[src/hw/rtl/morphological_skeleton_core_assert.svh]
// Assertion macros shared by the skeleton core
`ifndef MORPHOLOGICAL_SKELETON_CORE_ASSERT_SVH
`define MORPHOLOGICAL_SKELETON_CORE_ASSERT_SVH

// Antecedent implies consequent in the same cycle
`define MSK_ASSERT_NOW(lbl, ante, cons) \
    lbl: assert property (@(posedge i_clk) disable iff (!i_rst_n) (ante) |-> (cons)) \
        else $error("assertion failed");

// Antecedent implies consequent in the next cycle
`define MSK_ASSERT_NEXT(lbl, ante, cons) \
    lbl: assert property (@(posedge i_clk) disable iff (!i_rst_n) (ante) |=> (cons)) \
        else $error("assertion failed");

`endif

[src/hw/rtl/msk_pkg.sv]
`default_nettype none
package msk_pkg;
    localparam int PIX_W      = 8;
    localparam int CFG_W      = 9;
    localparam int DEF_MAX_W  = 256;
    localparam int DEF_MAX_H  = 256;
    localparam int PASS_LIMIT = 255;

    localparam logic [1:0] KIND_WRITE = 2'd0;
    localparam logic [1:0] KIND_RUN   = 2'd1;
    localparam logic [1:0] KIND_READ  = 2'd2;

    localparam logic CFG_IDX_WIDTH  = 1'b0;
    localparam logic CFG_IDX_HEIGHT = 1'b1;

    typedef logic [PIX_W-1:0] t_pix;

    function automatic int clamp_dim(logic [CFG_W-1:0] v, int maxv);
        int r;
        r = int'(v);
        if (r < 1) r = 1;
        if (r > maxv) r = maxv;
        return r;
    endfunction
endpackage
`default_nettype wire

[src/hw/rtl/msk_alu.sv]
`default_nettype none
module msk_alu (
    input  wire              i_max,
    input  wire  msk_pkg::t_pix i_a,
    input  wire  msk_pkg::t_pix i_b,
    output msk_pkg::t_pix    o_y
);
    logic w_b_gt;

    assign w_b_gt = i_b > i_a;
    assign o_y    = (w_b_gt == i_max) ? i_b : i_a;
endmodule
`default_nettype wire

[config.mk]
export PLATFORM = sky130hd
export DESIGN_NAME = msk_alu
export DESIGN_NICKNAME = d
export VERILOG_FILES = /design/src/hw/rtl/morphological_skeleton_core_assert.svh /design/src/hw/rtl/msk_pkg.sv /design/src/hw/rtl/msk_alu.sv
export SDC_FILE = /design/constraint.sdc
export NUM_CORES = 1
export LEC_CHECK = 0
export ABC_AREA = 1
export BUFFER_PORTS_ARGS = -buffer_cell sky130_fd_sc_hd__buf_2
export CORE_MARGIN = 8
export CORE_UTILIZATION = 25
export DETAILED_ROUTE_END_ITERATION = 8
export PLACE_DENSITY = 0.5
export SETUP_SLACK_MARGIN = 0.1
export SYNTH_ARGS = -nofsm -noshare
export SYNTH_HDL_FRONTEND = slang
export SYNTH_SLANG_ARGS = --single-unit
[constraint.sdc]
create_clock -name vclk -period 2.4
set_input_delay 0 -clock vclk [all_inputs]
set_output_delay 0 -clock vclk [all_outputs]
set_load 0.005 [all_outputs]
==> flow_summary.toml <==
[status]
status = "complete, no violations"

[setup_path]
crit_path_end_kind = "output port"
critical_path.top_delay_family = "simple AND/OR/NAND/NOR gates"
slowest_stage = "ha_1"
cp_max_fo = 8
worst-path-buf-inv = 3
cp-start-kind = "input pin"
criticalPathCategory = "in -> out"
slowest_delay_ns = 0.31
path_cells = "buf_2 -> inv_1 -> ha_1 -> a21o_1 -> nor2_2 -> nand2_2 -> nand2_2 -> nand2_4 -> nand3_1 -> nand2_1 -> buf_2"
arrival_ns = 1.30
worstPathRequired_ns = 2.40

[cells_and_area]
fillers = 173
seq_area_sq_um = 0
seq_cell_count = 0
fin_util = 0.3622
drive_gt1_frac = 0.4000
final_nets = 117
areaGrowthSynthToFinish_pct = 36.83
antennaDiodeCount = 0
clkbuf_count = 0

[power_and_ir_drop]
pwr-share-clk = 0
seq_power_share = 0
switching_share = 0.5657
internal-power_mw = 0.05388
pwr-share-comb = 1.000
p_switching_mw = 0.07018
leakage_nw = 0.3580
ir_drop_mv = 0.08705
p_per_area_mw_per_mm2 = 230.1

[routing]
drt_iter0_drc = 15
wl_mm = 1.180
post_drt_wl_per_cell_um = 11.13
drc_errors = 0
via_per_inst = 4.528
final_antenna_net_count = 0
dr.pass1.iters = 3
num_vias = 480

[global_route]
grt_pass1_vias = 498
track_usage = 0.07763
grt_max_degree = 9
grt_pass1_wl_mm = 2.228
overflow = 0
antenna_found_initial = 0

[floorplan]
dieArea_sq_mm = 0.003103
dieHeight_um = 55.71
rows = 14
ioPinCount = 25
coreArea_sq_mm = 0.001489
initial_core_util = 0.2647
die_w_um = 55.71

[sta]
final-hold-violation-count = 0
timing.final.crit_share = 0.5422
finalSetupTns_ns = 0
setup_viol = 0
max_freq_mhz = 768.5
rsz0062_at_grt = "no"
slew_headroom = 0.8695
worst_pin_slew_ns = 0.1955
final_max_slew_viol_count = 0
period_minus_slack_ns = 1.301
finalWorstSetupSlack_ns = 1.099

[synthesis]
synth.area.top_cells = "ha_1 (25%), nand3_1 (20%), nand2_1 (14%)"
synth_warnings = 0
synth_cell_type_count = 14
synth_top_area_share = 0.2540
syn-num-nets = 90
yosysMostFrequentCell = "nand3_1"
synthCells = 65
syn-mean-instance-area_sq_um = 6.064
syn_area_sq_um = 394.1
yosysSeqAreaShare = 0
synth_common_cells = "nand3_1 (16), nand2_1 (15), inv_1 (11)"
synth_top_area_cell = "ha_1"

[placed_design]
gp_congestion = 0.7058
preCtsSetupSlack_ns = 1.099
numPortBuffers = 25
dp_hpwl_um = 980.5

[clock_network]
post_cts_resize_count = 0
post_cts_buffers = 0
holdBufCountCts = 0

[min_path]
hp-class = "in -> out"

[job]
drv_cap = 0
## final timing paths
kind,startpoint,end,depth (start not counted)
setup / recovery,i_a[7],o_y[1],11
hold / removal,i_a[5],o_y[5],4
## routing by layer
metal	wire, um	part of all wire	up-vias	track usage
li1	-	-	266	-
met1	598	0.51	203	0.1129
met2	530	0.45	11	0.1234
met3	50	0.042	0	0.009132
met4	0	0	0	0
met5	0	0	-	0
## power by group through the flow
stage / sequential [mW] / clock (mW) / combinational, mW
global route: 0 / 0 / 0.144
floorplan: 0 / 0 / 0.0759
detailed placement: 0 / 0 / 0.126
CTS: 0 / 0 / 0.127
finish: 0 / 0 / 0.124
global placement: 0 / 0 / 0.126
## cell usage in the layout, fill, tap and decap left out, drive strengths merged
master,synthesis,layout
a21o,1,1
inv,12,12
nand2,20,20
buf,0,25
nand3,18,18
nand4,1,1
nor2,3,3
a21oi,2,2
ha,8,8
## per-stage QoR
stage	power (mW)	std cells	hold WS (ns)	cell area (sq um)
finish	0.1241	106	0.3000	539.3
global route	0.1437	106	0.3253	539.3
CTS	0.1268	106	0.3053	539.3
detailed placement	0.1263	106	0.3056	539.3
global placement	0.1259	106	0.3038	539.3
floorplan	0.07590	65	0.1092	394.1
## kinds of logic after synthesis
family	synth area share
buf+inv	0.1143
simple gates	0.5873
fa+ha+maj	0.2540
compound gates	0.04445
## final cells by class
| type | instances | area, sq um | share of cell area |
|---|---|---|---|
| inverters | 12 | 45.04 | 0.08353 |
| repair buffers | 25 | 125.1 | 0.2320 |
| well taps | 16 | 20.02 | 0.03712 |
| multi-input cells | 53 | 349.1 | 0.6473 |
Power figures use the tool's default switching activity.
